$ cat config.mk
export PLATFORM = sky130hd
export DESIGN_NAME = p2c_finish
export DESIGN_NICKNAME = d
export VERILOG_FILES = /design/src/p2c_pkg.sv /design/src/p2c_finish.sv
export SDC_FILE = /design/constraint.sdc
export NUM_CORES = 1
export LEC_CHECK = 0
export ABC_AREA = 1
export BUFFER_PORTS_ARGS = -buffer_cell sky130_fd_sc_hd__buf_2
export CORE_MARGIN = 2
export CORE_UTILIZATION = 45
export CTS_BUF_LIST = sky130_fd_sc_hd__clkbuf_16
export CTS_CLUSTER_SIZE = 25
export DETAILED_ROUTE_END_ITERATION = 10
export PLACE_DENSITY = 0.72
export SYNTH_ARGS = -nofsm -noshare
export SYNTH_HDL_FRONTEND = slang
export SYNTH_SLANG_ARGS = --single-unit
$ cat constraint.sdc
create_clock -name clk -period 7.6 [get_ports clk]
set_input_delay 0.76 -clock clk [delete_from_list [all_inputs] [get_ports clk]]
set_output_delay 0.76 -clock clk [all_outputs]
set_load 0.02 [all_outputs]
$ cat src/p2c_pkg.sv
// shared types, constants and functions for the polar to cartesian converter
package p2c_pkg;

  localparam int RANGE_W = 24;
  localparam int BEARING_W = 19;
  localparam int FLOOR_W = 25;
  localparam int COORD_WIDTH_DEF = 25;
  localparam int CORDIC_STAGES_DEF = 18;

  localparam int XW = 44;
  localparam int ZW = 34;
  localparam int GAIN_W = 32;
  localparam int PROD_W = RANGE_W + GAIN_W;
  localparam int FRAC_SHIFT = 16;
  localparam int ANGLE_SHIFT = 14;
  localparam int FIN_W = 50;

  localparam logic [GAIN_W-1:0] GAIN_INF = 32'd2608131496;
  localparam logic [GAIN_W-1:0] GAIN_TAIL = 32'd1738754331;
  localparam logic signed [ZW-1:0] ANG_HALF_PI = 34'sd1686629713;
  localparam logic signed [ZW-1:0] ANG_PI = 34'sd3373259426;
  localparam logic signed [XW-1:0] ROUND_HALF = 44'sd32768;
  localparam logic signed [FLOOR_W-1:0] FLOOR_RESET = 25'sd7;

  typedef struct packed {
    logic signed [XW-1:0] x;
    logic signed [XW-1:0] y;
    logic signed [ZW-1:0] z;
    logic neg;
  } p2c_vec_t;

  // gain for a finite number of rotations
  function automatic logic [GAIN_W-1:0] cordic_gain(input int n);
    logic [GAIN_W-1:0] g;
    g = GAIN_INF;
    if (2 * n < 32) begin
      g = g + (GAIN_TAIL >> (2 * n));
    end
    return g;
  endfunction

  // atan(2^-i) in q.30
  function automatic logic signed [ZW-1:0] atan_q30(input int i);
    logic signed [ZW-1:0] a;
    case (i)
      0: a = 34'sd843314857;
      1: a = 34'sd497837829;
      2: a = 34'sd263043837;
      3: a = 34'sd133525159;
      4: a = 34'sd67021687;
      5: a = 34'sd33543516;
      6: a = 34'sd16775851;
      7: a = 34'sd8388437;
      8: a = 34'sd4194283;
      9: a = 34'sd2097149;
      10: a = 34'sd1048576;
      default: begin
        if (i <= 30) begin
          a = 34'sd1 <<< (30 - i);
        end else begin
          a = '0;
        end
      end
    endcase
    return a;
  endfunction

endpackage

$ cat src/p2c_finish.sv
// rounding to q8.16 and sign fold, registered, then floor and saturation
module p2c_finish #(
  parameter int COORD_WIDTH = p2c_pkg::COORD_WIDTH_DEF
) (
  input  logic                               clk,
  input  logic                               rst,
  input  logic                               en,
  input  logic                               v_in,
  input  p2c_pkg::p2c_vec_t                  d_in,
  input  logic signed [p2c_pkg::FLOOR_W-1:0] coord_floor,
  output logic                               v_out,
  output logic signed [COORD_WIDTH-1:0]      x_coord,
  output logic signed [COORD_WIDTH-1:0]      y_coord
);

  localparam logic signed [p2c_pkg::FIN_W-1:0] HI =
    {{(p2c_pkg::FIN_W - COORD_WIDTH + 1){1'b0}}, {(COORD_WIDTH - 1){1'b1}}};
  localparam logic signed [p2c_pkg::FIN_W-1:0] LO = ~HI;

  logic signed [p2c_pkg::XW-1:0] xr;
  logic signed [p2c_pkg::XW-1:0] yr;
  logic signed [p2c_pkg::FIN_W-1:0] xs;
  logic signed [p2c_pkg::FIN_W-1:0] ys;
  logic signed [p2c_pkg::FIN_W-1:0] xa_next;
  logic signed [p2c_pkg::FIN_W-1:0] ya_next;
  logic signed [p2c_pkg::FIN_W-1:0] xa;
  logic signed [p2c_pkg::FIN_W-1:0] ya;
  logic signed [p2c_pkg::FIN_W-1:0] floor_ext;
  logic signed [p2c_pkg::FIN_W-1:0] xf;
  logic signed [p2c_pkg::FIN_W-1:0] yf;
  logic signed [p2c_pkg::FIN_W-1:0] xsat;
  logic signed [p2c_pkg::FIN_W-1:0] ysat;

  always_comb begin
    xr = d_in.x + p2c_pkg::ROUND_HALF;
    yr = d_in.y + p2c_pkg::ROUND_HALF;
    xs = p2c_pkg::FIN_W'(xr >>> p2c_pkg::FRAC_SHIFT);
    ys = p2c_pkg::FIN_W'(yr >>> p2c_pkg::FRAC_SHIFT);
    xa_next = d_in.neg ? -xs : xs;
    ya_next = d_in.neg ? -ys : ys;
  end

  always_ff @(posedge clk) begin
    if (rst) begin
      v_out <= 1'b0;
    end else if (en) begin
      v_out <= v_in;
    end
  end

  always_ff @(posedge clk) begin
    if (en) begin
      xa <= xa_next;
      ya <= ya_next;
    end
  end

  always_comb begin
    floor_ext = p2c_pkg::FIN_W'(coord_floor);
    xf = (xa < floor_ext) ? floor_ext : xa;
    yf = (ya < floor_ext) ? floor_ext : ya;
    xsat = (xf > HI) ? HI : ((xf < LO) ? LO : xf);
    ysat = (yf > HI) ? HI : ((yf < LO) ? LO : yf);
    x_coord = COORD_WIDTH'(xsat);
    y_coord = COORD_WIDTH'(ysat);
  end

endmodule

==> summary.txt <==
Outcome
  – Outcome: complete, no violations

Setup path
  – Crit. End Element: output port
  – Critical Path AT: 5100 ps
  – Max Fanout on Critical Path: 36
  – Startpoint Class: primary input
  – CP Class: in2out
  – Worst EP required: 6840 ps

Yosys
  – Post-Syn Area per Cell: 6.655 sq um
  – Synth unique cells: 44
  – Post-synth EDFFs: 100
  – Async SR Flop Fraction: 0%
  – Top_reg_cell synth: edfxtp_1
  – Seq/Total Area, Yosys: 28.64%
  – Post-Synthesis Cell Area: 10,560 sq um
  – Synth Net Count: 1,840
  – Cells after Synth: 1,586
  – Yosys warns: 0
  – #FFs+latches synth: 101

Clocking
  – CTS buffer count: 9
  – CTS max path bufs: 2
  – H-tree Lvls: 3
  – # resized after CTS: 0
  – Post-CTS Setup Repair Bufs: 0
  – Clk root buf: clkbuf_16
  – Clk_lat worst skew: 350 ps
  – CTS tree: built
  – CTS Sinks: 101
  – Hold buffer count at CTS: 0
  – Clock-pin slew on the worst setup and hold paths: 80 ps

Die
  – Rows: 56
  – Die Width: 157.2 um
  – Die Y: 157.2 um
  – Placeable Area: 23,260 sq um
  – Die Area: 24,700 sq um
  – Initial Util: 45.37%
  – Number of primary I/O pins: 203

Place
  – IO Port Bufs: 138
  – Hpwl dp: 23.56 mm
  – Placer Congestion: 0.9349
  – Placed cell count: 2,013

Global routing
  – Global-route wire length before repair: 45.83 mm
  – Congestion Overflow GR: 0
  – Number of global-route vias before repair: 9,257
  – Initial antenna violation count: 0
  – Total global-route track usage: 23.34%
  – Largest net degree at the start of global routing: 59

Cells and area
  – Post-layout util: 50.71%
  – Most frequent cells in the layout: nand2_1 (612), inv_1 (189), buf_2 (137), nor2_1 (136), ha_1 (102)
  – Layout Cells excl Fill: 2,029
  – Nets: 1,959
  – Layout cells sized above 1: 11.52%
  – Area Overhead vs Synth: 11.76%
  – Most common cell after layout, fill and taps aside: nand2_1
  – Ant diodes: 0

Timing
  – Finish-stage setup viols: 0
  – Min cycle time layout: 5859 ps
  – Clock skew: 0 ps
  – Fin crit share: 77.09%
  – Fin Setup TNS: 0 ps
  – Final Hold Viols: 0
  – Worst Max-Slew Pin Slew: 1229 ps
  – Headroom to the max-slew limit: 18.00%
  – Fmax: 170.7 MHz
  – RSZ-0062 raised after global routing: false
  – Pins over their slew limit: 0

Routing
  – Initial detailed-routing violation count: 803
  – Final WL: 28.85 mm
  – Post-route ant nets: 0
  – Via Count: 10.42k
  – TritonRoute pass-1 iters: 5
  – Vias/cell: 5.134
  – # DRC: 0
  – WL per Instance: 14.22 um

Min path
  – Hold Crit Class: reg2reg

Flow run
  – Number of max-cap violations: 0

Pwr
  – Cell leakage power: 0.006003 uW
  – Max VDD drop: 0.09530 mV
  – Power Dens Cells: 168.7 nW/um^2
## worst max-delay path, stage by stage
cell	delay [ps]
buf_2	140
inv_1	890
buf_4	420
ha_1	220
nand2_1	90
nor2_1	260
nand3_1	120
nor3b_1	290
a21oi_1	150
nand3_1	100
nand2_1	210
nand2_1	170
o21ai_0	90
nor2_1	120
nand3_1	80
nand2_1	630
nand2_1	140
buf_2	200
## cells in the mapped netlist (3+ instances only)
master,number,area [sq um]
a21o_1,9,67.56
a21oi_1,41,205.2
buf_1,3,11.26
buf_2,12,60.06
buf_4,6,45.04
clkbuf_1,13,48.80
edfxtp_1,100,3003
ha_1,102,1276
inv_1,189,709.4
inv_2,7,26.28
nand2_1,612,2297
nand2_2,8,50.05
nand3_1,90,450.4
nand3_2,3,30.03
nand3b_1,6,45.04
nand4_1,27,168.9
nor2_1,136,510.5
nor2_2,4,25.02
nor2_4,5,56.30
nor3_1,27,135.1
nor3b_1,3,22.52
nor4_1,17,106.4
o21ai_0,75,375.4
o21bai_1,4,30.03
or2_2,3,18.77
xnor2_1,15,131.4
xor2_1,47,411.6
## worst paths after layout
path | startpoint | end | slack, ps | cells after the start
max reg2reg | v_out | v_out | 7020 | 2
max | coord_floor[24] | x_coord[22] | 1740 | 18
min | v_out | v_out | 500 | 2
min reg2reg | v_out | v_out | 500 | 2
## metrics by stage
step	instance area [sq um]	hold WS (ps)	total power, uW	setup WS, ps
after floorplan	10560	578.8	1287	2914
after global placement	11510	465.8	1523	1903
after detailed placement	11510	485.5	1546	1742
after CTS	11800	504.6	1991	1729
after global routing	11800	538.1	2127	1272
final	11800	496.1	1990	1741
## cell type report
| type | instances | area (sq um) |
|---|---|---|
| fill | 2390 | 11470 |
| multi-input combinational | 1253 | 6616 |
| sequential | 101 | 3023 |
| inverter | 197 | 739.5 |
| timing repair buffer | 143 | 730.7 |
| tap | 319 | 399.1 |
| clock buffer | 9 | 225.2 |
| clock inverter | 7 | 62.56 |
## flip-flops by register name (all words and copies together) (netlist names)
register and count:
xa 50, ya 50, v_out 1
## logic make-up after synthesis
kind of cell / after synthesis / share of synthesized area (%)
fa+ha+maj: 102 / 12.09
flops: 101 / 28.64
buf+inv: 232 / 8.677
xor+xnor: 64 / 5.453
compound gates: 135 / 6.840
mux: 1 / 0.09484
simple gates: 951 / 38.21
## where the power goes
part | internal (uW) | total (uW) | switching, uW
Sequential | 682 | 731 | 49.0
Combinational | 259 | 809 | 550
Clock | 231 | 450 | 218
Total | 1170 | 1990 | 817
## per-layer routing
metal	GRT usage, %	up-vias	part of all wire [%]
met2	36.88	368	43
met3	2.478	30	6.6
met1	34.60	4640	49
met4	4.762	0	1.4
li1	-	5379	-
met5	0	-	0
Note: power is estimated with default switching activity, not from simulation.
