--- config.mk ---
export PLATFORM = sky130hd
export DESIGN_NAME = p2c_prep
export DESIGN_NICKNAME = d
export VERILOG_FILES = /design/src/p2c_pkg.sv /design/src/p2c_prep.sv
export SDC_FILE = /design/constraint.sdc
export NUM_CORES = 1
export LEC_CHECK = 0
export BUFFER_PORTS_ARGS = -buffer_cell sky130_fd_sc_hd__clkbuf_2
export CAP_MARGIN = 15
export CORE_MARGIN = 2
export CORE_UTILIZATION = 55
export CTS_BUF_LIST = sky130_fd_sc_hd__clkbuf_2
export DETAILED_ROUTE_END_ITERATION = 8
export GPL_TIMING_DRIVEN = 0
export PLACE_DENSITY = 0.76
export SLEW_MARGIN = 20
export SYNTH_ARGS = -nofsm -noshare
export SYNTH_HDL_FRONTEND = slang
export SYNTH_SLANG_ARGS = --single-unit
--- constraint.sdc ---
create_clock -name clk -period 10.1 [get_ports clk]
set_clock_uncertainty 0.2 [all_clocks]
set_input_delay 2.525 -clock clk [delete_from_list [all_inputs] [get_ports clk]]
set_output_delay 2.525 -clock clk [all_outputs]
set_load 0.05 [all_outputs]
--- src/p2c_pkg.sv ---
// shared types, constants and functions for the polar to cartesian converter
package p2c_pkg;

  localparam int RANGE_W = 24;
  localparam int BEARING_W = 19;
  localparam int FLOOR_W = 25;
  localparam int COORD_WIDTH_DEF = 25;
  localparam int CORDIC_STAGES_DEF = 18;

  localparam int XW = 44;
  localparam int ZW = 34;
  localparam int GAIN_W = 32;
  localparam int PROD_W = RANGE_W + GAIN_W;
  localparam int FRAC_SHIFT = 16;
  localparam int ANGLE_SHIFT = 14;
  localparam int FIN_W = 50;

  localparam logic [GAIN_W-1:0] GAIN_INF = 32'd2608131496;
  localparam logic [GAIN_W-1:0] GAIN_TAIL = 32'd1738754331;
  localparam logic signed [ZW-1:0] ANG_HALF_PI = 34'sd1686629713;
  localparam logic signed [ZW-1:0] ANG_PI = 34'sd3373259426;
  localparam logic signed [XW-1:0] ROUND_HALF = 44'sd32768;
  localparam logic signed [FLOOR_W-1:0] FLOOR_RESET = 25'sd7;

  typedef struct packed {
    logic signed [XW-1:0] x;
    logic signed [XW-1:0] y;
    logic signed [ZW-1:0] z;
    logic neg;
  } p2c_vec_t;

  // gain for a finite number of rotations
  function automatic logic [GAIN_W-1:0] cordic_gain(input int n);
    logic [GAIN_W-1:0] g;
    g = GAIN_INF;
    if (2 * n < 32) begin
      g = g + (GAIN_TAIL >> (2 * n));
    end
    return g;
  endfunction

  // atan(2^-i) in q.30
  function automatic logic signed [ZW-1:0] atan_q30(input int i);
    logic signed [ZW-1:0] a;
    case (i)
      0: a = 34'sd843314857;
      1: a = 34'sd497837829;
      2: a = 34'sd263043837;
      3: a = 34'sd133525159;
      4: a = 34'sd67021687;
      5: a = 34'sd33543516;
      6: a = 34'sd16775851;
      7: a = 34'sd8388437;
      8: a = 34'sd4194283;
      9: a = 34'sd2097149;
      10: a = 34'sd1048576;
      default: begin
        if (i <= 30) begin
          a = 34'sd1 <<< (30 - i);
        end else begin
          a = '0;
        end
      end
    endcase
    return a;
  endfunction

endpackage

--- src/p2c_prep.sv ---
// first stage: quadrant fold of the bearing and gain-scaled initial vector
module p2c_prep #(
  parameter int CORDIC_STAGES = p2c_pkg::CORDIC_STAGES_DEF
) (
  input  logic                                clk,
  input  logic                                rst,
  input  logic                                en,
  input  logic                                v_in,
  input  logic [p2c_pkg::RANGE_W-1:0]         range_in,
  input  logic signed [p2c_pkg::BEARING_W-1:0] bearing,
  output logic                                v_out,
  output p2c_pkg::p2c_vec_t                   d_out
);

  localparam logic [p2c_pkg::GAIN_W-1:0] GAIN = p2c_pkg::cordic_gain(CORDIC_STAGES);

  logic [p2c_pkg::PROD_W-1:0] prod;
  logic signed [p2c_pkg::ZW-1:0] z_raw;
  p2c_pkg::p2c_vec_t d_next;

  always_comb begin
    prod = p2c_pkg::PROD_W'(range_in) * p2c_pkg::PROD_W'(GAIN);
    z_raw = {{(p2c_pkg::ZW - p2c_pkg::BEARING_W - p2c_pkg::ANGLE_SHIFT){bearing[p2c_pkg::BEARING_W-1]}},
             bearing, {p2c_pkg::ANGLE_SHIFT{1'b0}}};
    d_next.x = {{(p2c_pkg::XW - p2c_pkg::PROD_W + p2c_pkg::FRAC_SHIFT){1'b0}},
                prod[p2c_pkg::PROD_W-1:p2c_pkg::FRAC_SHIFT]};
    d_next.y = '0;
    if (z_raw > p2c_pkg::ANG_HALF_PI) begin
      d_next.z = z_raw - p2c_pkg::ANG_PI;
      d_next.neg = 1'b1;
    end else if (z_raw < -p2c_pkg::ANG_HALF_PI) begin
      d_next.z = z_raw + p2c_pkg::ANG_PI;
      d_next.neg = 1'b1;
    end else begin
      d_next.z = z_raw;
      d_next.neg = 1'b0;
    end
  end

  always_ff @(posedge clk) begin
    if (rst) begin
      v_out <= 1'b0;
    end else if (en) begin
      v_out <= v_in;
    end
  end

  always_ff @(posedge clk) begin
    if (en) begin
      d_out <= d_next;
    end
  end

endmodule

==> results of run 1 <==
registers in the layout, summed over array words and instances (netlist names):
| name | flops |
|---|---|
| d_out | 63 |
| v_out | 1 |
through the flow:
stage | cell area, µm² | utilization
after floorplan | 15700 | -
final | 16900 | 0.609
after global placement | 16700 | 0.602
after CTS | 16900 | 0.609
after global routing | 16900 | 0.609
after detailed placement | 16800 | 0.603
cells in the mapped netlist, types with 9 or more instances:
| library cell | number |
|---|---|
| edfxtp_1 | 63 |
| a21oi_1 | 54 |
| inv_1 | 424 |
| buf_4 | 64 |
| xor2_1 | 24 |
| nor3_1 | 16 |
| o211ai_1 | 10 |
| a21o_1 | 25 |
| ha_1 | 241 |
| nand3_1 | 17 |
| fa_1 | 289 |
| o21ai_0 | 19 |
| nand2_1 | 49 |
| clkbuf_1 | 11 |
| a31oi_1 | 10 |
| xnor2_1 | 37 |
| nor2_1 | 35 |
| nand2b_1 | 9 |
worst reg2reg max path: stages, from the launching register on:
cell,delay (ns)
dfxtp_1,0.35
mux2i_1,0.12
nor2_1,0.05
layer usage:
layer / share of wire / GRT usage
met1: 0.41 / 0.361
met2: 0.50 / 0.459
met3: 0.050 / 0.0311
met4: 0.039 / 0.0968
met5: 0 / 0
worst paths after layout:
kind,start,to,slack [ns]
setup reg to reg,v_out$_SDFFE_PP0P_,v_out$_SDFFE_PP0P_,9.31
hold reg to reg,v_out$_SDFFE_PP0P_,v_out$_SDFFE_PP0P_,0.32
setup / recovery,range_in[13],d_out[111]$_DFFE_PP_,0.49
hold / removal,v_out$_SDFFE_PP0P_,v_out$_SDFFE_PP0P_,0.32
cell families (layout without fill, tap and decap cells):
logic type	Yosys count	after routing	share of synthesized area
fa+ha+maj	530	530	0.568
buf+inv	505	639	0.139
compound gates	177	177	0.0789
simple gates	171	171	0.0544
flops	64	64	0.123
xor+xnor	61	61	0.0345
mux	3	3	0.00194
other cells	1	50	0.000242
layout make-up:
cell class	instances	area [µm²]
Multi-Input combinational cell	991	11600
Buffer	79	548
Antenna cell	1	2.50
Clock inverter	7	103
Inverter	426	1600
Sequential cell	64	1910
Tap cell	378	473
Clock buffer	9	45.0
Fill cell	2410	10900
Timing Repair Buffer	118	616
==> results.md, run 1 <==
* Status: finished, final reports clean
* Avg WL per Cell at 18.2 µm
* Post-Syn Area at 15500 µm²
* R2R depth at 2
* Yosys reg bits at 64
* Clock buffer depth at 2
* Fin worst setup slack at 0.493 ns
* Setup crit start kind: input pin
* First-pass GRT wire length at 59800 µm
* DRT antenna net count at 0
* Setup TNS at 0 ns
* Commonest non-fill, non-tap cell in the layout: inv_1
* Synth-to-Final Area Change at 9.16%
* CTS tree: built
* FFs w/ async S/R, synth at 0
* Dpl cells at 2056
* WL final at 37700 µm
* DRC at 0
* Die height at 172 µm
* Post-synth top flop: edfxtp_1
* DPL Wire Length at 33500 µm
* Setup Crit Path Kind: input pin to flip-flop
* Die Wd at 172 µm
* Critical-path top delay cell: a211oi_1
* Maxcap violations at 0
* Vias in the first global route at 11300
* GRT Util Overall at 0.271
* Period utilization at 0.951
* Setup slack at placement at 0.134 ns
* Synth top area cells: fa_1, ha_1, edfxtp_1
* Syn Area/Cell at 10.2 µm²
* Hold Vio Cnt, Final at 0
* Final nets at 2266
* Top cell type's share of synthesized area at 0.373
* Seq/Total Area, Yosys at 0.123
* Fin crit period at 9.61 ns
* Hold Path Class: flip-flop to flip-flop
* CP required at 10.31 ns
* Ys Warns at 0
* DR vias at 10800
* Clock Latency Late Sink at 0.51 ns
* Most frequent cells in the layout: inv_1, fa_1, ha_1, clkbuf_2, buf_4
* H-tree depth at 3
* Largest net degree at the start of global routing at 56
* Clock transition at path regs at 0.22 ns
* Hold buffers post-CTS at 0
* Port Buffers at 117
* Worst EP arrival at 9.82 ns
* PostCTS Resize Cnt at 0
* Hold depth at 2
* Hold Worst Slack at 0.322 ns
* Setup violators final at 0
* Final Wtd Congestion at 0.993
* DRT iter0 DRCs at 683
* EDFF count, synth at 63
* Core box area at 27800 µm²
* Crit path depth at 22
* Fin. max-slew vios at 0
* Root Buffer: clkbuf_2
* Standard-cell rows at 61
* Clock sink total at 64
* Largest area contributor in the netlist: fa_1
* Buffer and inverter count on the worst path at 6
* Worst setup EP type: flip-flop
* Unrepaired setup endpoints after global routing: false
* Initial DRT Pass Iterations at 5
* Slew @ Worst Pin at 0.891 ns
* Starting density of the core at 0.558
* Non-filler instance count after layout at 2073
* CP cell instances: clkbuf_2, inv_1, ha_1, inv_1, fa_1, fa_1, fa_1, fa_1, fa_1, inv_1, fa_1, inv_1, ha_1, clkbuf_2, a21oi_1, o211ai_1, a21o_1, a211oi_1, nor3_1, o21ai_0, or4b_1, o211ai_1
* DIE AREA at 29500 µm²
* Post-Synthesis Cells at 1512
* Fmax at 104 MHz
* Netlist cell types at 67
* CP delay by family, top: adder cells
* Setup bufs post-CTS at 0
* Num CTS Buffers at 9
* Number of vias per cell at 5.21
* CP most frequent cell: fa_1
* Crit Path Max Fanout at 8
* Total grt overflow at 0
* Max incr delay on CP at 0.70 ns
* Top Ports at 171
* Initial antenna violation count at 1
* Layout cells sized above 1 at 0.132
* Slew headroom at 0.403
Power of run 1 is not shown: default switching activity piles up to over one toggle a cycle in this logic, so the estimate is an artifact.
==> run 2, diff against run 1 <==
GPL_TIMING_DRIVEN = not set   (was 0)
SLEW_MARGIN = 15   (was 20)
==> run 2 against run 1 <==
Net effect: non-clock buffer count decreased by 69; final cell count is 3.4% lower; cell area fell by 3.1%; largest cell class unchanged; sequential share of layout area up 0.36 points; setup slack better by 0.14 ns; utilization decreased by 1.9 points.
==> results.md, run 2 (synthesized netlist as in run 1, its figures left out) <==
* CTS tree: built
* Hold Vio Cnt, Final at 0 (unchanged)
* Slew @ Worst Pin at 0.824 ns (-0.0662 ns)
* CP required at 10.22 ns (-0.09 ns)
* Avg WL per Cell at 19.4 µm (+6.5%)
* Post-layout util at 0.590 (-0.0188)
* GRT Util Overall at 0.280 (+0.00915)
* Vias in the first global route at 11000 (-2.4%)
* Core box area at 27800 µm² (unchanged)
* Worst setup EP type: flip-flop
* Port Buffers at 121 (+3.4%)
* Biggest regs: d_out: 63 flops, v_out: 1 flops
* Starting density of the core at 0.558 (unchanged)
* Unrepaired setup endpoints after global routing: false
* Setup bufs post-CTS at 0 (unchanged)
* Top Ports at 171 (unchanged)
* Setup violators final at 0 (unchanged)
* R2R Setup Slk at 9.29 ns (-0.02 ns)
* Slew headroom at 0.450 (+0.0477)
* Num CTS Buffers at 9 (unchanged)
* Placed Area at 16300 µm² (-3.0%)
* Hold Path Class: flip-flop to flip-flop
* Setup TNS at 0 ns (unchanged)
* Status: finished, final reports clean
* Commonest non-fill, non-tap cell in the layout: inv_1
* Clock transition at path regs at 0.19 ns (-0.03 ns)
* Clock buffer depth at 2 (unchanged)
* Largest net degree at the start of global routing at 65 (+16%)
* DPL Wire Length at 34800 µm (+4.1%)
* H-tree depth at 3 (unchanged)
* Worst EP arrival at 9.60 ns (-0.22 ns)
* Hold buffers post-CTS at 0 (unchanged)
* # diodes at 0 (-1)
* DR vias at 10500 (-2.4%)
* Period utilization at 0.938 (-0.0134)
* Die Wd at 172 µm (unchanged)
* DIE AREA at 29500 µm² (unchanged)
* Layout cells sized above 1 at 0.101 (-0.0307)
* Fmax at 106 MHz (+1.4%)
* Number of vias per cell at 5.26 (+1.0%)
* Die height at 172 µm (unchanged)
* Initial antenna violation count at 0 (-1)
* Setup Crit Path Kind: input pin to flip-flop
* Synth-to-Final Area Change at 5.78%
* Clock Latency Late Sink at 0.47 ns (-0.04 ns)
* First-pass GRT wire length at 61100 µm (+2.1%)
* Final nets at 2197 (-3.0%)
* Most frequent cells in the layout: inv_1, fa_1, ha_1, clkbuf_2, edfxtp_1
* Largest register by flop count: d_out
* Total grt overflow at 0 (unchanged)
* Crit Path Max Fanout at 7 (-1)
* Fin. max-slew vios at 0 (unchanged)
* Largest register FFs at 63 (unchanged)
* DRC at 0 (unchanged)
* PostCTS Resize Cnt at 0 (unchanged)
* DRT antenna net count at 0 (unchanged)
* Non-filler instance count after layout at 2003 (-3.4%)
* Clock sink total at 64 (unchanged)
* Number of fill cells at 2506 (+4.0%)
* Root Buffer: clkbuf_2
* Final Wtd Congestion at 0.996 (+0.32%)
* Setup crit start kind: input pin
* Maxcap violations at 0 (unchanged)
* Fin area at 16400 µm² (-3.1%)
* Dpl cells at 1987 (-3.4%)
* Standard-cell rows at 61 (unchanged)
* WL final at 38800 µm (+2.9%)
* Initial DRT Pass Iterations at 5 (unchanged)
* DRT iter0 DRCs at 753 (+10%)
* Fin crit period at 9.47 ns (-0.135 ns)
run 2: cell count changes in the layout (fill, tap and decap cells not counted), sizes merged:
cell    delta
buf       -61
clkbuf     -7
inv        -2
clkinv     +1
diode      -1
run 2: layout make-up:
type | instances | area [µm²] | area share
tap | 378 | 473 | 0.0289
timing repair buffer | 128 | 658 | 0.0402
sequential | 64 | 1910 | 0.117
clock inverter | 6 | 82.6 | 0.00504
inverter | 426 | 1600 | 0.0976
multi-input combinational | 991 | 11600 | 0.709
clock buffer | 10 | 50.0 | 0.00305
run 2: final timing paths:
path,startpoint,endpoint,depth (start not counted)
worst max-delay path,range_in[19],d_out[111]$_DFFE_PP_,21
worst max register to register,v_out$_SDFFE_PP0P_,v_out$_SDFFE_PP0P_,2
worst min register to register,v_out$_SDFFE_PP0P_,v_out$_SDFFE_PP0P_,2
worst min-delay path,v_out$_SDFFE_PP0P_,v_out$_SDFFE_PP0P_,2
run 2: critical path, cell delays in order:
cell and delay (ns):
clkbuf_2 0.20, ha_1 0.54, inv_1 0.10, fa_1 0.50, inv_1 0.06, fa_1 0.57, fa_1 0.56, fa_1 0.46
fa_1 0.52, inv_1 0.06, fa_1 0.63, inv_1 0.07, ha_1 0.36, a21oi_1 0.31, o211ai_1 0.17, a21o_1 0.18
a211oi_1 0.63, nor3_1 0.15, o21ai_0 0.39, or4b_1 0.48, o211ai_1 0.12
run 2: metal layers:
layer / global-route usage / up-vias / part of all wire
li1: - / 4867 / -
met1: 0.380 / 5284 / 0.42
met2: 0.461 / 339 / 0.49
met3: 0.0414 / 53 / 0.053
met4: 0.0983 / 0 / 0.038
met5: 0 / - / 0
run 2: stage by stage:
| step | worst slack (ns) | hold slack, ns |
|---|---|---|
| 3_3_place_gp | 0.405 | 0.273 |
| 3_5_place_dp | 0.308 | 0.315 |
| 4_1_cts | 0.812 | 0.353 |
| 5_1_grt | 0.455 | 0.364 |
| 2_1_floorplan | 1.41 | 0.533 |
| 6_report | 0.628 | 0.340 |
Power of run 2 is left out for the same reason.
==> run 3, diff against run 2 <==
CAP_MARGIN = 5   (was 15)
CORE_UTILIZATION = 53   (was 55)
MAX_ROUTING_LAYER = met4   (was not set)
PLACE_DENSITY = 0.73   (was 0.76)
==> run 3 against run 2 <==
Net effect: utilization is 2.0 points lower; critical endpoint is now d_out[110]$_DFFE_PP_; routed wire length increased by 4.5%; cell area about the same; sequential cell count is the same; die area increased by 3.7%; fmax up 0.85%; setup slack better by 0.080 ns; via count decreased by 0.49%; worst hold slack lost 0.0078 ns; clock-buffer cell count stayed put; register-to-register slack is essentially flat; sequential share of layout area about the same.
==> results.md, run 3 (synthesized netlist as in run 1, its figures left out) <==
* WL final at 40500 µm (+4.5%)
* DRT antenna net count at 0 (unchanged)
* H-tree depth at 3 (unchanged)
* Hold Path Class: flip-flop to flip-flop
* Final Wtd Congestion at 1.03 (+3.0%)
* Largest register FFs at 63 (unchanged)
* Standard-cell rows at 62 (+1.6%)
* Total grt overflow at 0 (unchanged)
* Worst r2r src: v_out$_SDFFE_PP0P_
* CP cell instances: clkbuf_2, ha_1, inv_1, fa_1, fa_1, inv_1, fa_1, fa_1, fa_1, inv_1, fa_1, inv_1, ha_1, a21oi_1, o211ai_1, a21o_1, a211oi_1, nor3_1, o21ai_0, nand2b_1, a311oi_1
* CP delay by family, top: adder cells
* Clock Latency Late Sink at 0.46 ns (about the same)
* Setup violators final at 0 (unchanged)
* Met3 global-route usage at 0.0263 (-0.0151)
* Root Buffer: clkbuf_2
* Fin crit period at 9.39 ns (-0.0795 ns)
* Setup crit start kind: input pin
* Global route hottest layer: met2
* Number of vias per cell at 5.23 (-0.64%)
* Period utilization at 0.930 (-0.00787)
* Clock buffer depth at 2 (unchanged)
* Hold buffers post-CTS at 0 (unchanged)
* Core box area at 28800 µm² (+3.6%)
* Clock sink total at 64 (unchanged)
* Largest register by flop count: d_out
* Synth-to-Final Area Change at 5.81% (about the same)
* Starting density of the core at 0.538 (-0.0193)
* Slew @ Worst Pin at 0.835 ns (+0.0109 ns)
* Final nets at 2193 (-0.18%)
* Top Ports at 171 (unchanged)
* Placed Area at 16200 µm² (-0.14%)
* DRT iter0 DRCs at 811 (+7.7%)
* DR vias at 10500 (-0.49%)
* CP most frequent cell: fa_1
* Commonest non-fill, non-tap cell in the layout: inv_1
* First-pass GRT wire length at 64500 µm (+5.5%)
* CTS tree: built
* DIE AREA at 30600 µm² (+3.7%)
* Biggest regs: d_out: 63 flops, v_out: 1 flops
* Maxcap violations at 0 (unchanged)
* Vias in the first global route at 11200 (+1.5%)
* Worst setup EP type: flip-flop
* R2R depth at 2 (unchanged)
* Unrepaired setup endpoints after global routing: false
* Crit path depth at 21 (unchanged)
* GRT met2 Usage at 0.486 (+0.0245)
* Fin. max-slew vios at 0 (unchanged)
* Setup Crit Path Kind: input pin to flip-flop
* Hold depth at 2 (unchanged)
* Worst Setup SP: range_in[18]
* Setup TNS at 0 ns (unchanged)
* Fmax at 106 MHz (+0.85%)
* Avg WL per Cell at 20.2 µm (+4.3%)
* DPL Wire Length at 36600 µm (+5.2%)
* Critical-path top delay cell: a211oi_1
* Worst EP arrival at 9.46 ns (-0.14 ns)
* CP required at 10.17 ns (-0.05 ns)
* PostCTS Resize Cnt at 0 (unchanged)
* Buffer and inverter count on the worst path at 5 (unchanged)
* Initial antenna violation count at 1 (+1)
* Setup bufs post-CTS at 0 (unchanged)
* Num CTS Buffers at 9 (unchanged)
* Hold path startpoint: v_out$_SDFFE_PP0P_
* Die height at 175 µm (+1.8%)
* Die Wd at 175 µm (+1.8%)
* Slew headroom at 0.440 (-0.0106)
* Layout cells sized above 1 at 0.0987 (-0.00222)
* Max incr delay on CP at 0.66 ns (+0.03 ns)
* Most frequent cells in the layout: inv_1, fa_1, ha_1, clkbuf_2, edfxtp_1
* GRT Util Overall at 0.289 (+0.00908)
* Port Buffers at 121 (unchanged)
* Status: finished, final reports clean
* Largest net degree at the start of global routing at 65 (unchanged)
* Crit Path Max Fanout at 6 (-1)
* DRC at 0 (unchanged)
* Fin area at 16400 µm² (about the same)
* Hold Vio Cnt, Final at 0 (unchanged)
* M1 GR Usage at 0.385 (+0.00517)
* Clock transition at path regs at 0.18 ns (about the same)
* Initial DRT Pass Iterations at 5 (unchanged)
-- run 3: cell count changes in the layout (fill, tap and decap cells not counted) --
| cell | delta |
|---|---|
| clkbuf_2 | -1 |
| bufinv_16 | +1 |
| inv_6 | -1 |
| buf_4 | -4 |
| diode_2 | +1 |
| clkinv_4 | +1 |
| clkinv_2 | -1 |
| buf_2 | +1 |
-- run 3: metrics by stage --
step / hold slack (ns) / setup slack (ns) / instances / utilization
floorplan: 0.533 / 1.41 / 1560 / -
global placement: 0.273 / 0.349 / 1989 / 0.564
detailed placement: 0.307 / 0.356 / 1989 / 0.564
CTS: 0.342 / 0.841 / 2005 / 0.570
global route: 0.378 / 0.468 / 2006 / 0.570
finish: 0.332 / 0.707 / 2006 / 0.570
-- run 3: final timing paths --
path	endpoint	slack [ns]
max reg2reg	v_out$_SDFFE_PP0P_	9.29
max	d_out[110]$_DFFE_PP_	0.71
min	v_out$_SDFFE_PP0P_	0.33
min reg2reg	v_out$_SDFFE_PP0P_	0.33
-- run 3: final cells by class --
| class | count | area [µm²] |
|---|---|---|
| flip-flops and latches | 64 | 1910 |
| multi-input cells | 991 | 11600 |
| clock buffers | 10 | 50.0 |
| inverters | 426 | 1600 |
| repair buffers | 124 | 628 |
| well taps | 384 | 480 |
| clock inverters | 6 | 108 |
| diodes | 1 | 2.50 |
| fillers | 2591 | 12400 |
-- run 3: per-layer routing --
metal  vias to the layer above  routed length, µm
met1                      5371              17500
met5                         -                  0
met3                        41               1280
met4                         0                925
met2                       219              20800
li1                       4860                  -
-- run 3: worst min-delay path, cell delays in order (launching register included) --
cell,delay [ns]
dfxtp_1,0.36
mux2i_1,0.07
nor2_1,0.07
Power of run 3 is left out for the same reason.
