File: config.mk
export PLATFORM = sky130hd
export DESIGN_NAME = p2c_skid_flat
export DESIGN_NICKNAME = d
export VERILOG_FILES = /design/src/p2c_pkg.sv /design/src/p2c_ifs.sv /design/src/p2c_skid.sv /design/src/flat_wrapper.sv
export SDC_FILE = /design/constraint.sdc
export NUM_CORES = 1
export LEC_CHECK = 0
export ABC_CLOCK_PERIOD_IN_PS = 6000
export BUFFER_PORTS_ARGS = -buffer_cell sky130_fd_sc_hd__buf_2
export CAP_MARGIN = 20
export CORE_ASPECT_RATIO = 1.4
export CORE_UTILIZATION = 47
export CTS_CLUSTER_SIZE = 16
export DETAILED_ROUTE_END_ITERATION = 10
export PLACE_DENSITY = 0.76
export SYNTH_ARGS = -nofsm -noshare
export SYNTH_HDL_FRONTEND = slang
export SYNTH_SLANG_ARGS = --single-unit
File: constraint.sdc
create_clock -name clk -period 6 [get_ports clk]
set_input_delay 0.9 -clock clk [delete_from_list [all_inputs] [get_ports clk]]
set_output_delay 0.9 -clock clk [all_outputs]
set_load 0.05 [all_outputs]
File: src/p2c_pkg.sv
// shared types, constants and functions for the polar to cartesian converter
package p2c_pkg;

  localparam int RANGE_W = 24;
  localparam int BEARING_W = 19;
  localparam int FLOOR_W = 25;
  localparam int COORD_WIDTH_DEF = 25;
  localparam int CORDIC_STAGES_DEF = 18;

  localparam int XW = 44;
  localparam int ZW = 34;
  localparam int GAIN_W = 32;
  localparam int PROD_W = RANGE_W + GAIN_W;
  localparam int FRAC_SHIFT = 16;
  localparam int ANGLE_SHIFT = 14;
  localparam int FIN_W = 50;

  localparam logic [GAIN_W-1:0] GAIN_INF = 32'd2608131496;
  localparam logic [GAIN_W-1:0] GAIN_TAIL = 32'd1738754331;
  localparam logic signed [ZW-1:0] ANG_HALF_PI = 34'sd1686629713;
  localparam logic signed [ZW-1:0] ANG_PI = 34'sd3373259426;
  localparam logic signed [XW-1:0] ROUND_HALF = 44'sd32768;
  localparam logic signed [FLOOR_W-1:0] FLOOR_RESET = 25'sd7;

  typedef struct packed {
    logic signed [XW-1:0] x;
    logic signed [XW-1:0] y;
    logic signed [ZW-1:0] z;
    logic neg;
  } p2c_vec_t;

  // gain for a finite number of rotations
  function automatic logic [GAIN_W-1:0] cordic_gain(input int n);
    logic [GAIN_W-1:0] g;
    g = GAIN_INF;
    if (2 * n < 32) begin
      g = g + (GAIN_TAIL >> (2 * n));
    end
    return g;
  endfunction

  // atan(2^-i) in q.30
  function automatic logic signed [ZW-1:0] atan_q30(input int i);
    logic signed [ZW-1:0] a;
    case (i)
      0: a = 34'sd843314857;
      1: a = 34'sd497837829;
      2: a = 34'sd263043837;
      3: a = 34'sd133525159;
      4: a = 34'sd67021687;
      5: a = 34'sd33543516;
      6: a = 34'sd16775851;
      7: a = 34'sd8388437;
      8: a = 34'sd4194283;
      9: a = 34'sd2097149;
      10: a = 34'sd1048576;
      default: begin
        if (i <= 30) begin
          a = 34'sd1 <<< (30 - i);
        end else begin
          a = '0;
        end
      end
    endcase
    return a;
  endfunction

endpackage

File: src/p2c_ifs.sv


interface p2c_out_if #(
  parameter int W = p2c_pkg::COORD_WIDTH_DEF
);
  logic valid;
  logic ready;
  logic signed [W-1:0] x_coord;
  logic signed [W-1:0] y_coord;
  modport source (output valid, x_coord, y_coord, input ready);
  modport sink (input valid, x_coord, y_coord, output ready);
endinterface


File: src/p2c_skid.sv
// output register with one skid entry; pipeline enable comes from its fill
module p2c_skid #(
  parameter int COORD_WIDTH = p2c_pkg::COORD_WIDTH_DEF
) (
  input  logic                          clk,
  input  logic                          rst,
  input  logic                          push,
  input  logic signed [COORD_WIDTH-1:0] x_coord,
  input  logic signed [COORD_WIDTH-1:0] y_coord,
  output logic                          en,
  p2c_out_if.source                     cart
);

  logic out_valid;
  logic skid_valid;
  logic signed [COORD_WIDTH-1:0] out_x;
  logic signed [COORD_WIDTH-1:0] out_y;
  logic signed [COORD_WIDTH-1:0] skid_x;
  logic signed [COORD_WIDTH-1:0] skid_y;
  logic pop;
  logic load;

  assign pop = out_valid & cart.ready;
  assign load = ~out_valid | pop;
  assign en = ~skid_valid;

  assign cart.valid = out_valid;
  assign cart.x_coord = out_x;
  assign cart.y_coord = out_y;

  always_ff @(posedge clk) begin
    if (rst) begin
      out_valid <= 1'b0;
      skid_valid <= 1'b0;
    end else if (load) begin
      out_valid <= skid_valid | push;
      skid_valid <= 1'b0;
    end else if (push) begin
      skid_valid <= 1'b1;
    end
  end

  always_ff @(posedge clk) begin
    if (load) begin
      if (skid_valid) begin
        out_x <= skid_x;
        out_y <= skid_y;
      end else begin
        out_x <= x_coord;
        out_y <= y_coord;
      end
    end
    if (push && !(load && !skid_valid)) begin
      skid_x <= x_coord;
      skid_y <= y_coord;
    end
  end

endmodule

File: src/flat_wrapper.sv
// flat-port wrapper written by rule: the top's interface ports become plain ports
module p2c_skid_flat 
#(
  parameter int COORD_WIDTH = p2c_pkg::COORD_WIDTH_DEF
)
  (clk, rst, push, x_coord, y_coord, en, cart_valid, cart_x_coord, cart_y_coord, cart_ready);
  p2c_out_if cart_i ();
  input  logic clk;
  input  logic rst;
  input  logic push;
  input  logic signed [COORD_WIDTH-1:0] x_coord;
  input  logic signed [COORD_WIDTH-1:0] y_coord;
  output logic en;
  output wire logic [$bits(cart_i.valid)-1:0] cart_valid;
  output wire logic [$bits(cart_i.x_coord)-1:0] cart_x_coord;
  output wire logic [$bits(cart_i.y_coord)-1:0] cart_y_coord;
  input wire logic [$bits(cart_i.ready)-1:0] cart_ready;
  assign cart_valid = cart_i.valid;
  assign cart_x_coord = cart_i.x_coord;
  assign cart_y_coord = cart_i.y_coord;
  assign cart_i.ready = cart_ready;
  p2c_skid #(.COORD_WIDTH(COORD_WIDTH)) u_core (.clk(clk), .rst(rst), .push(push), .x_coord(x_coord), .y_coord(y_coord), .en(en), .cart(cart_i));
endmodule
==> metrics.md, run 1 <==
| Metric | Value |
|---|---|
| Status | `finished clean` |
| Grt total ovfl | `0` |
| Initial drt markers | `145` |
| Synth top area share | `76.4%` |
| VDD IR-drop max | `204 uV` |
| Kind of critical path | `flop to primary output` |
| Antenna diode count | `0` |
| Hold path startpoint | `u_core.skid_x[2]` |
| Worst slew margin | `37.4%` |
| Mapped Avg Cell Area | `24.0 um^2` |
| Die height | `110 um` |
| Power after layout | `1.59 mW` |
| Row count | `39` |
| Fin. max-slew vios | `0` |
| # fillers | `611` |
| Compound-gate portion of the synthesized area | `0.318%` |
| Max-cap viol count | `0` |
| Clock sinks | `102` |
| Largest family of logic cells by synthesized area | `multiplexers` |
| Hold WC Path Type | `flop to flop` |
| CP endpoint kind | `primary output` |
| Die width | `79.3 um` |
| Root buffer cell | `clkbuf_16` |
| Wire length per cell | `16.3 um` |
| Initial antenna violation count | `1` |
| Setup violations, final | `0` |
| Crit path max fanout | `52` |
| Die Area | `8730 um^2` |
| CORE AREA | `8150 um^2` |
| Post-Route Setup TNS | `0 ns` |
| Port Buf Inserts | `105` |
| Number of synthesis warnings | `0` |
| Reg2Reg Depth | `3` |
| Synth area leaders | `edfxtp_1 76%, mux2_4 18%, buf_12 2.5%, dfxtp_1 1.0%, mux2_2 0.57%` |
| Initial Util | `48.2%` |
| Hold violation total from the final report | `0` |
| Least-Margin Pin Slew | `0.939 ns` |
| Number of global-route vias before repair | `1811` |
| Final Wtd Congestion | `0.744` |
| Final Cycle Share | `45.0%` |
| Final wirelength | `6250 um` |
| Reg-to-Reg End | `u_core.skid_y[13]` |
| Post-route minimum period | `2.70 ns` |
| Syn-to-layout area delta | `22.0%` |
| Worst Path Arrival | `1.80 ns` |
| RSZ-0062 raised after global routing | `no` |
| Mux contribution to synthesized area | `18.9%` |
| Hold depth | `1` |
| First-pass GRT wire length | `9350 um` |
| CP required | `5.10 ns` |
| H-tree Lvls | `3` |
| Crit-path cells | `inv_1 > buf_2` |
| Start of the worst register-to-register path | `u_core.skid_valid` |
| Post-synthesis cell area | `3930 um^2` |
| PostCTS Resize Cnt | `0` |
| Post-Syn Nets | `218` |
| Number of I/O pins | `106` |
| Yosys reg bits | `102` |
| Register area share after synthesis | `77.5%` |
| TritonCTS Buffers | `9` |
| CTS Buffer Depth | `2` |
| Global-route usage over all layers | `15.3%` |
| Netlist cell types | `12` |
| Xor/xnor share of the synthesized area | `0%` |
| Drt pass-1 iters | `4` |
| Startpoint type of the worst setup path | `flop` |
| PD cells | `332 nW/um^2` |
| Post-CTS Setup Inserts | `0` |
| Largest net degree at the start of global routing | `54` |
| Setup Skew | `0.00515 ns` |
| Average vias per placed instance | `4.78` |
| Leakage | `1.91 nW` |
| Worst hold endpoint | `u_core.cart.x_coord[2]` |
| Final ANT Viol Nets | `0` |
| Slack of the worst reg-to-reg path | `3.69 ns` |
| CTS Hold Buffers Added | `0` |
| Cell family with most CP delay | `flip-flops` |
| Vias | `1829` |
| Final #Nets | `330` |
| Mapped Cells | `164` |
| Peak Freq | `370 MHz` |
| Adder-cell share of the synthesized area | `0%` |
| Drt drc | `0` |
| TritonCTS clock tree | `done` |
| Clock latency on the worst-skew pair | `0.34 ns` |
| Cell taking the most area after synthesis | `edfxtp_1` |
| CP bufs+invs | `2` |
| CP max stage cell | `dfxtp_4` |
| Post-Synth Simple-Gate Area | `0.382%` |
| Clock transition at path regs | `0.06 ns` |
| DP HPWL | `4100 um` |
| Layout cell share with drive strength beyond 1 | `61.6%` |
| CP max stage delay | `0.96 ns` |
-- final cells by class --
type                            instances  area (um^2)  area share (%)
Clock buffer                           16          292            6.08
Inverter                                1         3.75          0.0783
Multi-Input combinational cell         55          785            16.4
Sequential cell                       102         3050            63.5
Tap cell                              102          128            2.66
Timing Repair Buffer                  107          541            11.3
-- routing by layer --
layer  GRT usage [%]  wire (um)
met5               0         14
met2            24.4       3230
met4            10.1        176
met1            18.3       2530
met3            3.87        302
-- sequential cells by signal, summed over array words and instances, names as in the netlist --
name and flops:
u_core.cart.valid 1, u_core.cart.y_coord 25, u_core.skid_valid 1, u_core.skid_x 25, u_core.cart.x_coord 25, u_core.skid_y 25
-- logic make-up (layout without fill, tap and decap cells) --
family	count (synthesis)	count (layout)
DFF	102	102
buffers and inverters	7	124
muxes	50	50
and+or+nand+nor	3	3
AOI/OAI and AO/OA	2	2
-- cells in the mapped netlist, drive strengths merged --
master,n
nor2,1
nand2b,1
buf,6
nor3,1
edfxtp,100
dfxtp,2
a21boi,1
mux2,50
inv,1
a21oi,1
-- how the worst max path moves through the flow --
stage | from | end | depth (start not counted)
6_report | u_core.skid_valid | en | 2
5_1_grt | u_core.skid_valid | en | 2
4_1_cts | u_core.skid_valid | en | 2
3_5_place_dp | cart_ready | u_core.skid_x[16] | 5
3_3_place_gp | cart_ready | u_core.skid_x[0] | 5
2_1_floorplan | cart_ready | u_core.skid_x[0] | 2
-- cells in the final DEF, fill, tap and decap left out, drive strengths merged --
cell type and instances:
a21boi 1, a21oi 1, buf 107, clkbuf 16, dfxtp 2, edfxtp 100
inv 1, mux2 50, nand2b 1, nor2 1, nor3 1
-- report_power, final --
group	internal (mW)	switching, mW	total, mW
logic	0.0598	0.133	0.193
registers	0.826	0.0141	0.840
clock network	0.327	0.231	0.558
total	1.21	0.378	1.59
-- metrics by stage --
| stage | cell area (um^2) | utilization, % | cells | worst slack (ns) | hold WS [ns] |
|---|---|---|---|---|---|
| 2_1_floorplan | 3930 | - | 164 | 0.0698 | 0.523 |
| 3_3_place_gp | 4500 | 55.3 | 367 | 3.38 | 0.530 |
| 3_5_place_dp | 4500 | 55.3 | 367 | 3.33 | 0.534 |
| 6_report | 4790 | 58.8 | 383 | 3.30 | 0.547 |
| 5_1_grt | 4790 | 58.8 | 383 | 3.20 | 0.559 |
| 4_1_cts | 4790 | 58.8 | 383 | 3.25 | 0.547 |
(Power assumes the default switching activity.)
==> inputs of run 2 (changes only) <==
--- a/config.mk
+++ b/config.mk
@@ -5,7 +5,7 @@
 export SDC_FILE = /design/constraint.sdc
 export NUM_CORES = 1
 export LEC_CHECK = 0
-export ABC_CLOCK_PERIOD_IN_PS = 6000
+export ABC_CLOCK_PERIOD_IN_PS = 2300
 export BUFFER_PORTS_ARGS = -buffer_cell sky130_fd_sc_hd__buf_2
 export CAP_MARGIN = 20
 export CORE_ASPECT_RATIO = 1.4
==> constraint.sdc (replaced) <==
create_clock -name clk -period 2.3 [get_ports clk]
set_input_delay 0.345 -clock clk [delete_from_list [all_inputs] [get_ports clk]]
set_output_delay 0.345 -clock clk [all_outputs]
set_load 0.05 [all_outputs]
==> run 2 against run 1 <==
Cell count increased by 0.52%. Die area unchanged. Hold slack got worse by 0.37 ns. Clock skew increased by 0.0011 ns. Clock-buffer cell count decreased by 7. Sequential power increased to 2.6 times the previous value. Sequential cell count unchanged. Register-to-register slack got worse by 2.8 ns. Routed wire length decreased by 8.2%. Sequential share of layout area decreased by 0.87 points. Core utilization increased by 0.84 points. Largest cell class unchanged.
==> metrics.md, run 2 (same netlist as run 1, synthesis figures left out) <==
| Metric | Value |
|---|---|
| Status | `finished clean (unchanged)` |
| CP required | `2.33 ns (was 5.10 ns)` |
| Clock latency on the worst-skew pair | `0.33 ns (was 0.34 ns)` |
| CORE AREA | `8150 um^2 (unchanged)` |
| Final ANT Viol Nets | `0 (unchanged)` |
| Layout cell share with drive strength beyond 1 | `62.5% (was 61.6%)` |
| Syn-to-layout area delta | `23.8% (was 22.0%)` |
| First-pass GRT wire length | `8760 um (was 9350 um)` |
| Largest net degree at the start of global routing | `53 (was 54)` |
| Initial Util | `48.2% (unchanged)` |
| DP HPWL | `3900 um (was 4100 um)` |
| Setup violations, final | `0 (unchanged)` |
| Average vias per placed instance | `4.74 (was 4.78)` |
| TritonCTS Buffers | `9 (unchanged)` |
| Post-CTS Setup Inserts | `0 (unchanged)` |
| Least-Margin Pin Slew | `0.643 ns (was 0.939 ns)` |
| Die Area | `8730 um^2 (unchanged)` |
| Hold violation total from the final report | `0 (unchanged)` |
| Final wirelength | `5740 um (was 6250 um)` |
| CP max stage cell | `a21boi_4 (was dfxtp_4)` |
| Post-layout util | `59.7% (was 58.8%)` |
| Clock transition at path regs | `0.06 ns (about the same)` |
| Startpoint type of the worst setup path | `flop (unchanged)` |
| H-tree Lvls | `3 (unchanged)` |
| Initial drt markers | `158 (was 145)` |
| Power after layout | `4.25 mW (was 1.59 mW)` |
| Row count | `39 (unchanged)` |
| Clock sinks | `102 (unchanged)` |
| Drt drc | `0 (unchanged)` |
| Hold WC Path Type | `input port to flop (was flop to flop)` |
| Peak Freq | `701 MHz` |
| Post-Route Setup TNS | `0 ns (unchanged)` |
| Die width | `79.3 um (unchanged)` |
| Dpl ws | `0.685 ns (was 3.33 ns)` |
| Leakage | `1.94 nW (was 1.91 nW)` |
| Number of I/O pins | `106 (unchanged)` |
| Root buffer cell | `clkbuf_16 (unchanged)` |
| Antenna diode count | `0 (unchanged)` |
| Drt pass-1 iters | `4 (unchanged)` |
| Global-route usage over all layers | `13.8% (was 15.3%)` |
| Final Wtd Congestion | `0.670 (was 0.744)` |
| Crit-path cells | `inv_1 > a21boi_4 > buf_4 (was inv_1 > buf_2)` |
| Worst Path Arrival | `1.46 ns (was 1.80 ns)` |
| Number of global-route vias before repair | `1795 (was 1811)` |
| Wire length per cell | `14.9 um (was 16.3 um)` |
| Most common cell after layout, fill and taps aside | `buf_2 (unchanged)` |
| TritonCTS clock tree | `done (unchanged)` |
| Worst slew margin | `57.1% (was 37.4%)` |
| Cell family with most CP delay | `compound AO/OA/AOI/OAI gates (was flip-flops)` |
| CTS Buffer Depth | `2 (unchanged)` |
| Initial antenna violation count | `0 (was 1)` |
| Fin. max-slew vios | `0 (unchanged)` |
| Final Cycle Share | `62.0%` |
| CP bufs+invs | `2 (unchanged)` |
| Slack of the worst reg-to-reg path | `0.87 ns (was 3.69 ns)` |
| RSZ-0062 raised after global routing | `no (unchanged)` |
| PD cells | `873 nW/um^2 (was 332 nW/um^2)` |
| CTS Hold Buffers Added | `0 (unchanged)` |
| Final worst slack | `0.874 ns (was 3.30 ns)` |
| Vias | `1825 (was 1829)` |
| PostCTS Resize Cnt | `0 (unchanged)` |
| Die height | `110 um (unchanged)` |
| Most frequent cells in the layout | `105 x buf_2, 100 x edfxtp_1, 48 x mux2_4 (unchanged)` |
| Crit path max fanout | `13 (was 52)` |
| VDD IR-drop max | `764 uV (was 204 uV)` |
| Grt total ovfl | `0 (unchanged)` |
| CP endpoint kind | `flop (was primary output)` |
| Max-cap viol count | `0 (unchanged)` |
| Port Buf Inserts | `105 (unchanged)` |
| Final #Nets | `332 (was 330)` |
| Kind of critical path | `flop to flop (was flop to primary output)` |
| Post-route minimum period | `1.43 ns` |
| CP max stage delay | `0.42 ns (was 0.96 ns)` |
| Setup Skew | `0.00621 ns (was 0.00515 ns)` |
-- run 2: cell count changes in the layout (fill, tap and decap cells not counted), moves of 2 or more --
| cell | previous run | this run |
|---|---|---|
| clkbuf_8 | 4 | 0 |
| clkbuf_1 | 3 | 0 |
| buf_12 | 0 | 2 |
| bufinv_16 | 0 | 2 |
| clkinv_1 | 0 | 2 |
-- run 2: metrics by stage --
step                      instances  area, um^2  hold slack, ns
after floorplan                 164        3950           0.407
after global placement          369        4550           0.509
after detailed placement        369        4550           0.515
after CTS                       385        4860           0.163
after global routing            385        4860           0.174
final                           385        4860           0.176
-- run 2: area by class of cell --
cell class,instances,area [um^2]
fillers,644,3290
flip-flops and latches,102,3050
multi-input cells,55,790
repair buffers,109,581
clock buffers,9,225
well taps,102,128
clock inverters,7,88.8
inverters,1,3.75
-- run 2: worst paths after layout --
kind / from / end / cells after the start
worst max-delay path: u_core.skid_valid / u_core.skid_x[12] / 3
worst min-delay path: rst / u_core.cart.valid / 2
worst max register to register: u_core.skid_valid / u_core.skid_x[12] / 3
worst min register to register: u_core.skid_y[24] / u_core.cart.y_coord[24] / 1
-- run 2: metal layers --
layer	track usage, %	up-vias	share of wire [%]
met2	21.6	73	49
li1	-	875	-
met4	6.10	0	1.3
met3	5.93	7	9.2
met1	16.6	870	41
met5	0	-	0
-- run 2: report_power, final --
part	switching, mW	total (mW)	internal, mW	leakage [nW]
sequential	0.0233	2.18	2.15	0.992
combinational	0.355	0.515	0.160	0.795
clock	0.610	1.55	0.945	0.150
total	0.988	4.25	3.26	1.94
==> inputs of run 3 (changes only) <==
--- a/config.mk
+++ b/config.mk
@@ -5,14 +5,14 @@
 export SDC_FILE = /design/constraint.sdc
 export NUM_CORES = 1
 export LEC_CHECK = 0
-export ABC_CLOCK_PERIOD_IN_PS = 2300
+export ABC_CLOCK_PERIOD_IN_PS = 1450
 export BUFFER_PORTS_ARGS = -buffer_cell sky130_fd_sc_hd__buf_2
 export CAP_MARGIN = 20
 export CORE_ASPECT_RATIO = 1.4
-export CORE_UTILIZATION = 47
+export CORE_UTILIZATION = 52
 export CTS_CLUSTER_SIZE = 16
 export DETAILED_ROUTE_END_ITERATION = 10
-export PLACE_DENSITY = 0.76
+export PLACE_DENSITY = 0.79
 export SYNTH_ARGS = -nofsm -noshare
 export SYNTH_HDL_FRONTEND = slang
 export SYNTH_SLANG_ARGS = --single-unit
==> constraint.sdc (replaced) <==
create_clock -name clk -period 1.45 [get_ports clk]
set_input_delay 0.2175 -clock clk [delete_from_list [all_inputs] [get_ports clk]]
set_output_delay 0.2175 -clock clk [all_outputs]
set_load 0.05 [all_outputs]
==> run 3 against run 2 <==
Total power up 48%. Combinational power is 61% higher. Largest power group unchanged. Clock skew rose by 0.00085 ns. Clock power rose by 29%. Critical endpoint is now en.
==> metrics.md, run 3 (same netlist as run 1, synthesis figures left out) <==
| Metric | Value |
|---|---|
| Worst Path Arrival | `1.12 ns (was 1.46 ns)` |
| Number of I/O pins | `106 (unchanged)` |
| Syn-to-layout area delta | `22.5% (was 23.8%)` |
| Max-cap viol count | `0 (unchanged)` |
| Hold violation total from the final report | `0 (unchanged)` |
| Fin. max-slew vios | `0 (unchanged)` |
| Die width | `75.5 um (was 79.3 um)` |
| Wire length per cell | `15.6 um (was 14.9 um)` |
| Setup Skew | `0.00706 ns (was 0.00621 ns)` |
| Antenna diode count | `0 (unchanged)` |
| Post-Route Setup TNS | `0 ns (unchanged)` |
| Clock latency on the worst-skew pair | `0.35 ns (was 0.33 ns)` |
| Peak Freq | `747 MHz` |
| Root buffer cell | `clkbuf_8 (was clkbuf_16)` |
| TritonCTS clock tree | `done (unchanged)` |
| Worst slew margin | `68.8% (was 57.1%)` |
| CTS Hold Buffers Added | `0 (unchanged)` |
| Final Wtd Congestion | `0.759 (was 0.670)` |
| Hold WC Path Type | `input port to flop (unchanged)` |
| Final #Nets | `334 (was 332)` |
| CTS Buffer Depth | `2 (unchanged)` |
| Die Area | `7910 um^2 (was 8730 um^2)` |
| Most frequent cells in the layout | `105 x buf_2, 100 x edfxtp_1, 48 x mux2_4 (unchanged)` |
| Status | `finished clean (unchanged)` |
| PD cells | `1300 nW/um^2 (was 873 nW/um^2)` |
| DP HPWL | `4160 um (was 3900 um)` |
| Non-filler cells, final | `381 (was 385)` |
| Kind of critical path | `flop to primary output (was flop to flop)` |
| Setup violations, final | `0 (unchanged)` |
| Post-Place Cells | `366 (was 369)` |
| Layout cell share with drive strength beyond 1 | `62.7% (was 62.5%)` |
| DP Area | `4590 um^2 (was 4550 um^2)` |
| Clock transition at path regs | `0.08 ns (was 0.06 ns)` |
| Leakage | `1.92 nW (was 1.94 nW)` |
| Initial Util | `53.7% (was 48.2%)` |
| Average vias per placed instance | `4.87 (was 4.74)` |
| TritonCTS Buffers | `9 (unchanged)` |
| Global-route usage over all layers | `16.3% (was 13.8%)` |
| Clock sinks | `102 (unchanged)` |
| Initial antenna violation count | `0 (unchanged)` |
| Final Cycle Share | `92.3%` |
| PostCTS Resize Cnt | `0 (unchanged)` |
| Initial drt markers | `88 (was 158)` |
| # fillers | `536 (was 644)` |
| VDD IR-drop max | `897 uV (was 764 uV)` |
| Drt pass-1 iters | `4 (unchanged)` |
| Largest net degree at the start of global routing | `38 (was 53)` |
| Least-Margin Pin Slew | `0.468 ns (was 0.643 ns)` |
| Dpl ws | `0.218 ns (was 0.685 ns)` |
| Drt drc | `0 (unchanged)` |
| Fin area | `4810 um^2 (was 4860 um^2)` |
| Vias | `1857 (was 1825)` |
| First-pass GRT wire length | `9220 um (was 8760 um)` |
| CP endpoint kind | `primary output (was flop)` |
| Final wirelength | `5960 um (was 5740 um)` |
| Grt total ovfl | `0 (unchanged)` |
| Most common cell after layout, fill and taps aside | `buf_2 (unchanged)` |
| Worst hold slack | `0.0346 ns (was 0.176 ns)` |
| Post-route minimum period | `1.34 ns` |
| Final worst slack | `0.112 ns (was 0.874 ns)` |
| H-tree Lvls | `3 (unchanged)` |
| Number of global-route vias before repair | `1864 (was 1795)` |
| Power after layout | `6.28 mW (was 4.25 mW)` |
| CORE AREA | `7310 um^2 (was 8150 um^2)` |
| Crit path max fanout | `3 (was 13)` |
| Final ANT Viol Nets | `0 (unchanged)` |
| CP required | `1.23 ns (was 2.33 ns)` |
| Post-layout util | `65.8% (was 59.7%)` |
| Startpoint type of the worst setup path | `flop (unchanged)` |
| RSZ-0062 raised after global routing | `no (unchanged)` |
| Row count | `37 (was 39)` |
| Post-CTS Setup Inserts | `0 (unchanged)` |
| Die height | `105 um (was 110 um)` |
| Port Buf Inserts | `105 (unchanged)` |
## run 3: changes by cell type in the layout (fill, tap and decap cells not counted), sizes merged
cell      change
clkinvlp      -1
bufinv        +1
clkbuf        +1
clkinv        -2
buf           +2
## run 3: final timing paths
kind,from,to,slack [ns],depth (start not counted)
worst max-delay path,u_core.skid_valid,en,0.11,2
worst min-delay path,rst,u_core.cart.valid,0.03,2
worst max register to register,u_core.skid_valid,u_core.skid_y[0],0.22,3
worst min register to register,u_core.skid_x[10],u_core.cart.x_coord[10],0.55,1
## run 3: area by class of cell
class	instances	area, um^2	share of cell area, %
flip-flops and latches	102	3050	63.4
multi-input cells	55	790	16.4
repair buffers	111	621	12.9
clock buffers	10	128	2.65
well taps	97	121	2.52
clock inverters	5	98.8	2.05
inverters	1	3.75	0.0780
## run 3: worst max-delay path, stage by stage (launching register included)
cell,delay (ns)
dfxtp_4,0.37
inv_1,0.12
buf_2,0.29
## run 3: power breakdown
part	internal, mW	switching, mW	leakage [nW]	total (mW)
clock network	1.13	0.869	0.114	2.00
logic	0.260	0.567	0.811	0.827
registers	3.41	0.0407	0.992	3.45
## run 3: routing by layer
| layer | track usage [%] | vias to the layer above | share of wire, % |
|---|---|---|---|
| li1 | - | 874 | - |
| met1 | 20.0 | 901 | 41 |
| met2 | 26.3 | 70 | 50 |
| met3 | 4.63 | 12 | 5.7 |
| met4 | 7.54 | 0 | 2.6 |
| met5 | 0 | - | 0 |
